**src/design/mrq_pkg.sv**
```systemverilog
// shared types, codes and defaults of the message ring queue
package mrq_pkg;

	localparam int DEF_QUEUE_DEPTH   = 8;
	localparam int DEF_MAX_MSG_BYTES = 16;

	localparam int OUT_LEN_W = 5;

	localparam logic [1:0] KIND_HDR  = 2'd0;
	localparam logic [1:0] KIND_DATA = 2'd1;
	localparam logic [1:0] KIND_RX   = 2'd2;

	typedef enum logic [2:0] {
		ST_OK      = 3'd0,
		ST_BAD_LEN = 3'd1,
		ST_FULL    = 3'd2,
		ST_SMALL   = 3'd3,
		ST_EMPTY   = 3'd4,
		ST_SEQ     = 3'd5
	} status_t;

	// what the output register is loaded with
	typedef enum logic [1:0] {
		RES_STATUS = 2'd0,
		RES_CHECK  = 2'd1,
		RES_BYTE   = 2'd2,
		RES_NOBYTE = 2'd3
	} res_t;

	typedef enum logic [1:0] {
		S_IDLE = 2'd0,
		S_EXEC = 2'd1,
		S_RD   = 2'd2,
		S_OUT  = 2'd3
	} state_t;

	typedef struct packed {
		logic    load;
		logic    emit;
		res_t    res;
		status_t code;
		logic    hdr_write;
		logic    data_write;
		logic    rx_start;
		logic    rx_step;
		logic    rx_done;
	} cmd_t;

	typedef struct packed {
		logic [1:0] kind;
		logic       want;
		logic       open;
		logic       len_bad;
		logic       wr_full;
		logic       rd_full;
		logic       too_small;
		logic       rx_len_zero;
		logic       rx_last;
		logic       out_free;
	} stat_t;

endpackage

```
**src/design/message_ring_queue_core.sv**
```systemverilog
// message ring queue: top level joining controller and datapath
// a taken word is latched; the execute state then loads a single-word result into the output
// register, while a receive loads its bytes from the output state after the read state; a
// stalled output register holds both back. every word passes the idle and execute states; a
// receive loops over read and output, one byte per registered payload memory read
// reset: flags, indices, open message and output valid clear at once; stores need no pass
module message_ring_queue_core #(
	parameter int QUEUE_DEPTH   = mrq_pkg::DEF_QUEUE_DEPTH,
	parameter int MAX_MSG_BYTES = mrq_pkg::DEF_MAX_MSG_BYTES
) (
	input  logic                          clk,
	input  logic                          arst_n,
	// request word
	input  logic                          in_valid,
	output logic                          in_ready,
	input  logic [1:0]                    kind,
	input  logic                          want_receive,
	input  logic [7:0]                    msg_length,
	input  logic [7:0]                    msg_type,
	input  logic [7:0]                    data_byte,
	input  logic [7:0]                    max_length,
	// result word
	output logic                          out_valid,
	input  logic                          out_ready,
	output logic [2:0]                    status,
	output logic [7:0]                    out_type,
	output logic [mrq_pkg::OUT_LEN_W-1:0] out_length,
	output logic [7:0]                    out_byte,
	output logic                          byte_valid,
	output logic                          last,
	output logic                          available
);
	import mrq_pkg::*;

	// commands from the state machine, status back from the datapath
	cmd_t  cmd;
	stat_t stat;

	// controller: one request word at a time; a receive loops over read and output steps
	mrq_ctrl u_ctrl (
		.clk      (clk),
		.arst_n   (arst_n),
		.in_valid (in_valid),
		.in_ready (in_ready),
		.stat     (stat),
		.cmd      (cmd)
	);

	// datapath: slot flags and stores, ring indices, payload memory, output register
	mrq_dpath #(
		.QUEUE_DEPTH   (QUEUE_DEPTH),
		.MAX_MSG_BYTES (MAX_MSG_BYTES)
	) u_dpath (
		.clk          (clk),
		.arst_n       (arst_n),
		.cmd          (cmd),
		.stat         (stat),
		.kind         (kind),
		.want_receive (want_receive),
		.msg_length   (msg_length),
		.msg_type     (msg_type),
		.data_byte    (data_byte),
		.max_length   (max_length),
		.out_valid    (out_valid),
		.out_ready    (out_ready),
		.status       (status),
		.out_type     (out_type),
		.out_length   (out_length),
		.out_byte     (out_byte),
		.byte_valid   (byte_valid),
		.last         (last),
		.available    (available)
	);

endmodule

```
**src/design/mrq_ctrl.sv**
```systemverilog
// sequencing state machine of the message ring queue
module mrq_ctrl (
	input  logic          clk,
	input  logic          arst_n,
	input  logic          in_valid,
	output logic          in_ready,
	input  mrq_pkg::stat_t stat,
	output mrq_pkg::cmd_t  cmd
);
	import mrq_pkg::*;

	state_t state_q;
	state_t state_nxt;

	always_ff @(posedge clk or negedge arst_n) begin
		if (!arst_n) begin
			state_q <= S_IDLE;
		end else begin
			state_q <= state_nxt;
		end
	end

	always_comb begin
		state_nxt = state_q;
		cmd       = '0;
		cmd.res   = RES_STATUS;
		cmd.code  = ST_OK;
		in_ready  = 1'b0;
		case (state_q)
			S_IDLE: begin
				in_ready = 1'b1;
				if (in_valid) begin
					cmd.load  = 1'b1;
					state_nxt = S_EXEC;
				end
			end
			S_EXEC: begin
				if (stat.out_free) begin
					state_nxt = S_IDLE;
					cmd.emit  = 1'b1;
					case (stat.kind)
						KIND_HDR: begin
							if (stat.open) begin
								cmd.code = ST_SEQ;
							end else if (stat.len_bad) begin
								cmd.code = ST_BAD_LEN;
							end else if (stat.wr_full) begin
								cmd.code = ST_FULL;
							end else begin
								cmd.hdr_write = 1'b1;
							end
						end
						KIND_DATA: begin
							if (!stat.open) begin
								cmd.code = ST_SEQ;
							end else begin
								cmd.data_write = 1'b1;
							end
						end
						KIND_RX: begin
							if (!stat.want) begin
								cmd.res = RES_CHECK;
							end else if (!stat.rd_full) begin
								cmd.code = ST_EMPTY;
							end else if (stat.too_small) begin
								cmd.code = ST_SMALL;
							end else if (stat.rx_len_zero) begin
								cmd.res     = RES_NOBYTE;
								cmd.rx_done = 1'b1;
							end else begin
								cmd.emit     = 1'b0;
								cmd.rx_start = 1'b1;
								state_nxt    = S_RD;
							end
						end
						default: begin
							cmd.code = ST_SEQ;
						end
					endcase
				end
			end
			S_RD: begin
				state_nxt = S_OUT;
			end
			S_OUT: begin
				if (stat.out_free) begin
					cmd.emit = 1'b1;
					cmd.res  = RES_BYTE;
					if (stat.rx_last) begin
						cmd.rx_done = 1'b1;
						state_nxt   = S_IDLE;
					end else begin
						cmd.rx_step = 1'b1;
						state_nxt   = S_RD;
					end
				end
			end
			default: begin
				state_nxt = S_IDLE;
			end
		endcase
	end

endmodule

```
**src/design/mrq_dpath.sv**
```systemverilog
// slot stores, indices, payload memory and output register
module mrq_dpath #(
	parameter int QUEUE_DEPTH   = mrq_pkg::DEF_QUEUE_DEPTH,
	parameter int MAX_MSG_BYTES = mrq_pkg::DEF_MAX_MSG_BYTES
) (
	input  logic                         clk,
	input  logic                         arst_n,
	input  mrq_pkg::cmd_t                cmd,
	output mrq_pkg::stat_t               stat,
	input  logic [1:0]                   kind,
	input  logic                         want_receive,
	input  logic [7:0]                   msg_length,
	input  logic [7:0]                   msg_type,
	input  logic [7:0]                   data_byte,
	input  logic [7:0]                   max_length,
	output logic                         out_valid,
	input  logic                         out_ready,
	output logic [2:0]                   status,
	output logic [7:0]                   out_type,
	output logic [mrq_pkg::OUT_LEN_W-1:0] out_length,
	output logic [7:0]                   out_byte,
	output logic                         byte_valid,
	output logic                         last,
	output logic                         available
);
	import mrq_pkg::*;

	localparam int IDX_W  = $clog2(QUEUE_DEPTH);
	localparam int LEN_W  = $clog2(MAX_MSG_BYTES + 1);
	localparam int PAY_N  = QUEUE_DEPTH * MAX_MSG_BYTES;
	localparam int ADDR_W = (PAY_N > 1) ? $clog2(PAY_N) : 1;

	// latched input word
	logic [1:0] kind_q;
	logic       want_q;
	logic [7:0] len_in_q;
	logic [7:0] type_in_q;
	logic [7:0] byte_in_q;
	logic [7:0] maxlen_q;

	// queue state
	logic [QUEUE_DEPTH-1:0] slot_full_q;
	logic [IDX_W-1:0]       wr_idx_q;
	logic [IDX_W-1:0]       rd_idx_q;
	logic                   open_q;
	logic [LEN_W-1:0]       pos_q;
	logic [LEN_W-1:0]       open_len_q;
	logic [LEN_W-1:0]       rx_i_q;

	// slot stores
	logic [7:0]       type_mem_q [QUEUE_DEPTH];
	logic [LEN_W-1:0] len_mem_q  [QUEUE_DEPTH];
	logic [7:0]       pay_mem_q  [PAY_N];
	logic [7:0]       meta_type_q;
	logic [LEN_W-1:0] meta_len_q;
	logic [7:0]       pay_rd_q;

	// output register
	logic                 out_valid_q;
	status_t              status_q;
	logic [7:0]           out_type_q;
	logic [OUT_LEN_W-1:0] out_length_q;
	logic [7:0]           out_byte_q;
	logic                 byte_valid_q;
	logic                 last_q;
	logic                 available_q;

	logic [IDX_W-1:0]  wr_idx_nxt;
	logic [IDX_W-1:0]  rd_idx_nxt;
	logic [LEN_W-1:0]  pos_nxt;
	logic [ADDR_W-1:0] wr_addr;
	logic [ADDR_W-1:0] rd_addr;
	logic              rx_last;

	assign wr_idx_nxt = (int'(wr_idx_q) == QUEUE_DEPTH - 1) ? '0 : wr_idx_q + IDX_W'(1);
	assign rd_idx_nxt = (int'(rd_idx_q) == QUEUE_DEPTH - 1) ? '0 : rd_idx_q + IDX_W'(1);
	assign pos_nxt    = pos_q + LEN_W'(1);
	assign wr_addr    = ADDR_W'(int'(wr_idx_q) * MAX_MSG_BYTES + int'(pos_q));
	assign rd_addr    = ADDR_W'(int'(rd_idx_q) * MAX_MSG_BYTES + int'(rx_i_q));
	assign rx_last    = (int'(rx_i_q) + 1) == int'(meta_len_q);

	always_comb begin
		stat.kind        = kind_q;
		stat.want        = want_q;
		stat.open        = open_q;
		stat.len_bad     = int'(len_in_q) > MAX_MSG_BYTES;
		stat.wr_full     = slot_full_q[wr_idx_q];
		stat.rd_full     = slot_full_q[rd_idx_q];
		stat.too_small   = int'(meta_len_q) > int'(maxlen_q);
		stat.rx_len_zero = (meta_len_q == '0);
		stat.rx_last     = rx_last;
		stat.out_free    = !out_valid_q || out_ready;
	end

	always_ff @(posedge clk) begin
		if (cmd.load) begin
			kind_q    <= kind;
			want_q    <= want_receive;
			len_in_q  <= msg_length;
			type_in_q <= msg_type;
			byte_in_q <= data_byte;
			maxlen_q  <= max_length;
		end
	end

	// stores: written at the write slot, read continuously at the read slot
	always_ff @(posedge clk) begin
		if (cmd.hdr_write) begin
			type_mem_q[wr_idx_q] <= type_in_q;
			len_mem_q[wr_idx_q]  <= LEN_W'(len_in_q);
		end
		if (cmd.data_write) begin
			pay_mem_q[wr_addr] <= byte_in_q;
		end
		meta_type_q <= type_mem_q[rd_idx_q];
		meta_len_q  <= len_mem_q[rd_idx_q];
		pay_rd_q    <= pay_mem_q[rd_addr];
	end

	always_ff @(posedge clk) begin
		if (cmd.hdr_write) begin
			pos_q      <= '0;
			open_len_q <= LEN_W'(len_in_q);
		end else if (cmd.data_write) begin
			pos_q <= pos_nxt;
		end
		if (cmd.rx_start) begin
			rx_i_q <= '0;
		end else if (cmd.rx_step) begin
			rx_i_q <= rx_i_q + LEN_W'(1);
		end
	end

	always_ff @(posedge clk or negedge arst_n) begin
		if (!arst_n) begin
			slot_full_q <= '0;
			wr_idx_q    <= '0;
			rd_idx_q    <= '0;
			open_q      <= 1'b0;
		end else begin
			if (cmd.hdr_write) begin
				if (len_in_q == '0) begin
					slot_full_q[wr_idx_q] <= 1'b1;
					wr_idx_q              <= wr_idx_nxt;
				end else begin
					open_q <= 1'b1;
				end
			end
			if (cmd.data_write && (pos_nxt == open_len_q)) begin
				slot_full_q[wr_idx_q] <= 1'b1;
				wr_idx_q              <= wr_idx_nxt;
				open_q                <= 1'b0;
			end
			if (cmd.rx_done) begin
				slot_full_q[rd_idx_q] <= 1'b0;
				rd_idx_q              <= rd_idx_nxt;
			end
		end
	end

	always_ff @(posedge clk or negedge arst_n) begin
		if (!arst_n) begin
			out_valid_q <= 1'b0;
		end else if (cmd.emit) begin
			out_valid_q <= 1'b1;
		end else if (out_ready) begin
			out_valid_q <= 1'b0;
		end
	end

	always_ff @(posedge clk) begin
		if (cmd.emit) begin
			case (cmd.res)
				RES_CHECK: begin
					status_q     <= ST_OK;
					out_type_q   <= '0;
					out_length_q <= '0;
					out_byte_q   <= '0;
					byte_valid_q <= 1'b0;
					last_q       <= 1'b1;
					available_q  <= slot_full_q[rd_idx_q];
				end
				RES_NOBYTE: begin
					status_q     <= ST_OK;
					out_type_q   <= meta_type_q;
					out_length_q <= '0;
					out_byte_q   <= '0;
					byte_valid_q <= 1'b0;
					last_q       <= 1'b1;
					available_q  <= 1'b0;
				end
				RES_BYTE: begin
					status_q     <= ST_OK;
					out_type_q   <= meta_type_q;
					out_length_q <= OUT_LEN_W'(meta_len_q);
					out_byte_q   <= pay_rd_q;
					byte_valid_q <= 1'b1;
					last_q       <= rx_last;
					available_q  <= 1'b0;
				end
				default: begin
					status_q     <= cmd.code;
					out_type_q   <= '0;
					out_length_q <= '0;
					out_byte_q   <= '0;
					byte_valid_q <= 1'b0;
					last_q       <= 1'b1;
					available_q  <= 1'b0;
				end
			endcase
		end
	end

	assign out_valid  = out_valid_q;
	assign status     = status_q;
	assign out_type   = out_type_q;
	assign out_length = out_length_q;
	assign out_byte   = out_byte_q;
	assign byte_valid = byte_valid_q;
	assign last       = last_q;
	assign available  = available_q;

endmodule

```
**config.mk**
```make
export PLATFORM = sky130hd
export DESIGN_NAME = message_ring_queue_core
export DESIGN_NICKNAME = d
export VERILOG_FILES = /design/src/design/mrq_pkg.sv /design/src/design/message_ring_queue_core.sv /design/src/design/mrq_ctrl.sv /design/src/design/mrq_dpath.sv
export SDC_FILE = /design/constraint.sdc
export NUM_CORES = 1
export LEC_CHECK = 0
export BUFFER_PORTS_ARGS = -buffer_cell sky130_fd_sc_hd__buf_2
export CORE_MARGIN = 5
export CORE_UTILIZATION = 35
export CTS_BUF_LIST = sky130_fd_sc_hd__clkbuf_16
export CTS_CLUSTER_DIAMETER = 60
export CTS_CLUSTER_SIZE = 10
export DETAILED_ROUTE_END_ITERATION = 10
export PLACE_DENSITY = 0.54
export RECOVER_POWER = 100
export SYNTH_ARGS = -nofsm -noshare
export SYNTH_HDL_FRONTEND = slang
export SYNTH_SLANG_ARGS = --single-unit
export TNS_END_PERCENT = 50
```
**constraint.sdc**
```tcl
create_clock -name clk -period 4.6 [get_ports clk]
set_clock_uncertainty 0.15 [all_clocks]
set_input_delay 1.15 -clock clk [delete_from_list [all_inputs] [get_ports clk]]
set_output_delay 1.15 -clock clk [all_outputs]
set_load 0.005 [all_outputs]
```
==> reports/results.ini <==
[outcome]
outcome = complete, but fails checks
violations = capacitance limit, slew limit

[yosys]
netlist_area_um2 = 47930
seq_area_frac_synth = 0.7710
synth_edf_count = 1195
async_flop_share = 0.01447
synthCells = 2198
synth-seq-cells = 1244
avgSynthCellArea_um2 = 21.81
yosysWarnings = 0
netlist-cell-type-count = 55
synth_ff_type = edfxtp_1
syn_nets = 2252

[setup_path]
worstPathMaxFanout = 20
worst-setup-path-type = reg2reg
cp.required_ns = 5.09
cp-start-kind = flop
cp-end-kind = flop
critPathArrivalTime_ns = 4.33

[sta]
setup_tns_ns = 0
drv_slew = 1071
period_needed_ns = 3.842
fin_crit_sh = 0.8352
final-setup-viol-count = 0
final_hold_viol_count = 0
rsz0062_at_grt = false
fmax_mhz = 260.3
worst_pin_slew_ns = 3.320
maxSlewHeadroom = -1.213

[floorplan]
start_util = 0.3530
die_x_um = 380.1
rows = 135
dieArea_um2 = 144500
ios = 68
core_area_um2 = 135800
die_y_um = 380.1

[clock_tree]
cts_tree = built
ctsHoldBuffers = 0
cts_root_buf = clkbuf_16
htree_levels = 4
cts_resized = 0
cts_setup_buffers = 0
numCtsBuffers = 144
clk_path_buf_depth = 3
clk_latency_ns = 0.77
cts.sink_count = 1244
clkTransAtPathRegs_ns = 0.05

[cells_and_area]
fin_util = 0.4021
fin_cells = 4222
fillCellCount = 11910
areaGrowthSynthToFinish_pct = 13.92
fin_nets = 2440
drive_gt1_frac = 0.2484

[power]
p_leak_nw = 16.57
ir_drop_v = 0.0004073
power_density_nw_per_um2 = 483.1

[placement]
globalplace.congestion = 0.7930
dp_hpwl_mm = 70.36
portBuffers = 67
post-place-cells = 4021

[global_route]
grt_pass1_wl_mm = 168.9
grt_pass1_vias = 23470
gr-total-overflow = 0
antenna_found_initial = 4
grtUsageTotal = 0.1596
grt_max_degree = 129

[routing]
drc_errors = 0
firstDrtPassIters = 5
viasPerCell = 5.400
drt_wl_total_mm = 116.6
post_drt_wl_per_cell_um = 27.62
vias = 22800
first_iter_violations = 2246
drtAntennaViolNets = 0

[worst_hold_path]
hp-class = reg2reg

[flow_run]
drv_cap = 11

-- cells in the final DEF (no fill, tap or decap), types with 13 or more instances in the layout --
cell type  Yosys  routed
edfxtp_1    1195    1195
mux4_2       321     321
nor2_1       165     165
clkbuf_16      0     144
clkbuf_1      53      64
inv_1         11      48
a22oi_1       43      43
buf_2         33      37
buf_4          3      33
nand2_1       32      32
dfxtp_1       31      27
mux2i_1       21      21
nand3_1       20      20
mux2_2        24      20
a21oi_1       19      19
dfrtp_1       18      18
xnor2_1       15      15
and3_1        15      15
ha_1          15      14
nor2b_1       13      13
-- Yosys cell counts, types with 19 or more instances --
library cell / instances / area (µm²)
a21oi_1: 19 / 95.09
a22oi_1: 43 / 322.8
buf_2: 33 / 165.2
clkbuf_1: 53 / 198.9
dfxtp_1: 31 / 620.6
edfxtp_1: 1195 / 35880
mux2_2: 24 / 270.3
mux2i_1: 21 / 210.2
mux4_2: 321 / 7229
nand2_1: 32 / 120.1
nand3_1: 20 / 100.1
nor2_1: 165 / 619.3
-- kinds of logic after synthesis --
group,synth area share
compound gates,0.01759
xor+xnor,0.004203
fa+ha+maj,0.003915
buf+inv,0.01245
flops,0.7710
mux,0.1608
simple gates,0.03002
-- sequential cells by signal (all words and copies together), names as in the netlist, 5 cells and up --
signal	flops
u_dpath.pos_q	5
u_dpath.pay_rd_q	8
u_dpath.type_in_q	8
u_dpath.meta_len_q	5
u_dpath.out_byte	8
u_dpath.pay_mem_q	1024
u_dpath.open_len_q	5
u_dpath.meta_type_q	8
u_dpath.type_mem_q	64
u_dpath.out_type	8
u_dpath.len_mem_q	40
u_dpath.byte_in_q	8
u_dpath.maxlen_q	8
u_dpath.out_length	5
u_dpath.slot_full_q	8
u_dpath.len_in_q	8
u_dpath.rx_i_q	5
-- where the power goes --
part	total (mW)	internal [mW]	switching [mW]
clock	9.96	5.64	4.32
combinational	3.13	1.32	1.81
sequential	13.3	13.1	0.194
total	26.4	20.1	6.32
-- through the flow --
stage	cell area [µm²]	total power [mW]	hold WS [ns]	setup slack, ns
final	54600	26.38	0.3194	0.7579
after global routing	54600	27.33	0.3406	0.4512
after CTS	54900	26.68	0.1549	0.9994
after detailed placement	50870	16.72	0.3091	0.4286
after global placement	50870	16.68	0.3146	0.3987
after floorplan	47930	15.50	0.2944	0.6219
-- critical path, cell delays in order (launching register included) --
cell and delay (ns):
dfxtp_2 0.88, ha_1 0.40, nor2b_1 0.21, a31oi_1 0.10, a2111oi_0 0.97, nand3_1 0.19, a21oi_1 0.23, buf_4 0.23
mux2_2 0.36
-- area by class of cell --
type | count | area [µm²] | area share
flip-flops and latches | 1244 | 36970 | 0.6770
clock inverters | 56 | 422.9 | 0.007745
repair buffers | 156 | 963.4 | 0.01764
inverters | 11 | 41.29 | 0.0007562
multi-input cells | 829 | 10380 | 0.1900
clock buffers | 144 | 3603 | 0.06599
diodes | 1 | 2.502 | 0.00004583
well taps | 1781 | 2228 | 0.04081
-- layer usage --
layer | wire length [µm] | part of all wire | global-route usage
met1 | 47890 | 0.41 | 0.2158
met2 | 57180 | 0.49 | 0.2601
met5 | 0 | 0 | 0
met3 | 8837 | 0.076 | 0.03666
met4 | 2713 | 0.023 | 0.04722
-- worst paths after layout --
| check | start | endpoint | slack [ns] | depth (start not counted) |
|---|---|---|---|---|
| min in group asynchronous | arst_n | u_ctrl.state_q[0]$_DFFE_PN0P_ | 0.46 | 1 |
| setup / recovery | u_dpath.rx_i_q[0]$_SDFFE_PP0P_ | u_dpath.rd_idx_q[0]$_DFFE_PN0P_ | 0.76 | 8 |
| setup reg to reg | u_dpath.rx_i_q[0]$_SDFFE_PP0P_ | u_dpath.rd_idx_q[0]$_DFFE_PN0P_ | 0.76 | 8 |
| max in group asynchronous | arst_n | u_dpath.rd_idx_q[0]$_DFFE_PN0P_ | 3.11 | 1 |
| hold reg to reg | u_dpath.len_mem_q[3][2]$_DFFE_PP_ | u_dpath.meta_len_q[2]$_DFF_P_ | 0.32 | 2 |
| hold / removal | u_dpath.len_mem_q[3][2]$_DFFE_PP_ | u_dpath.meta_len_q[2]$_DFF_P_ | 0.32 | 2 |
Power figures use the tool's default switching activity.
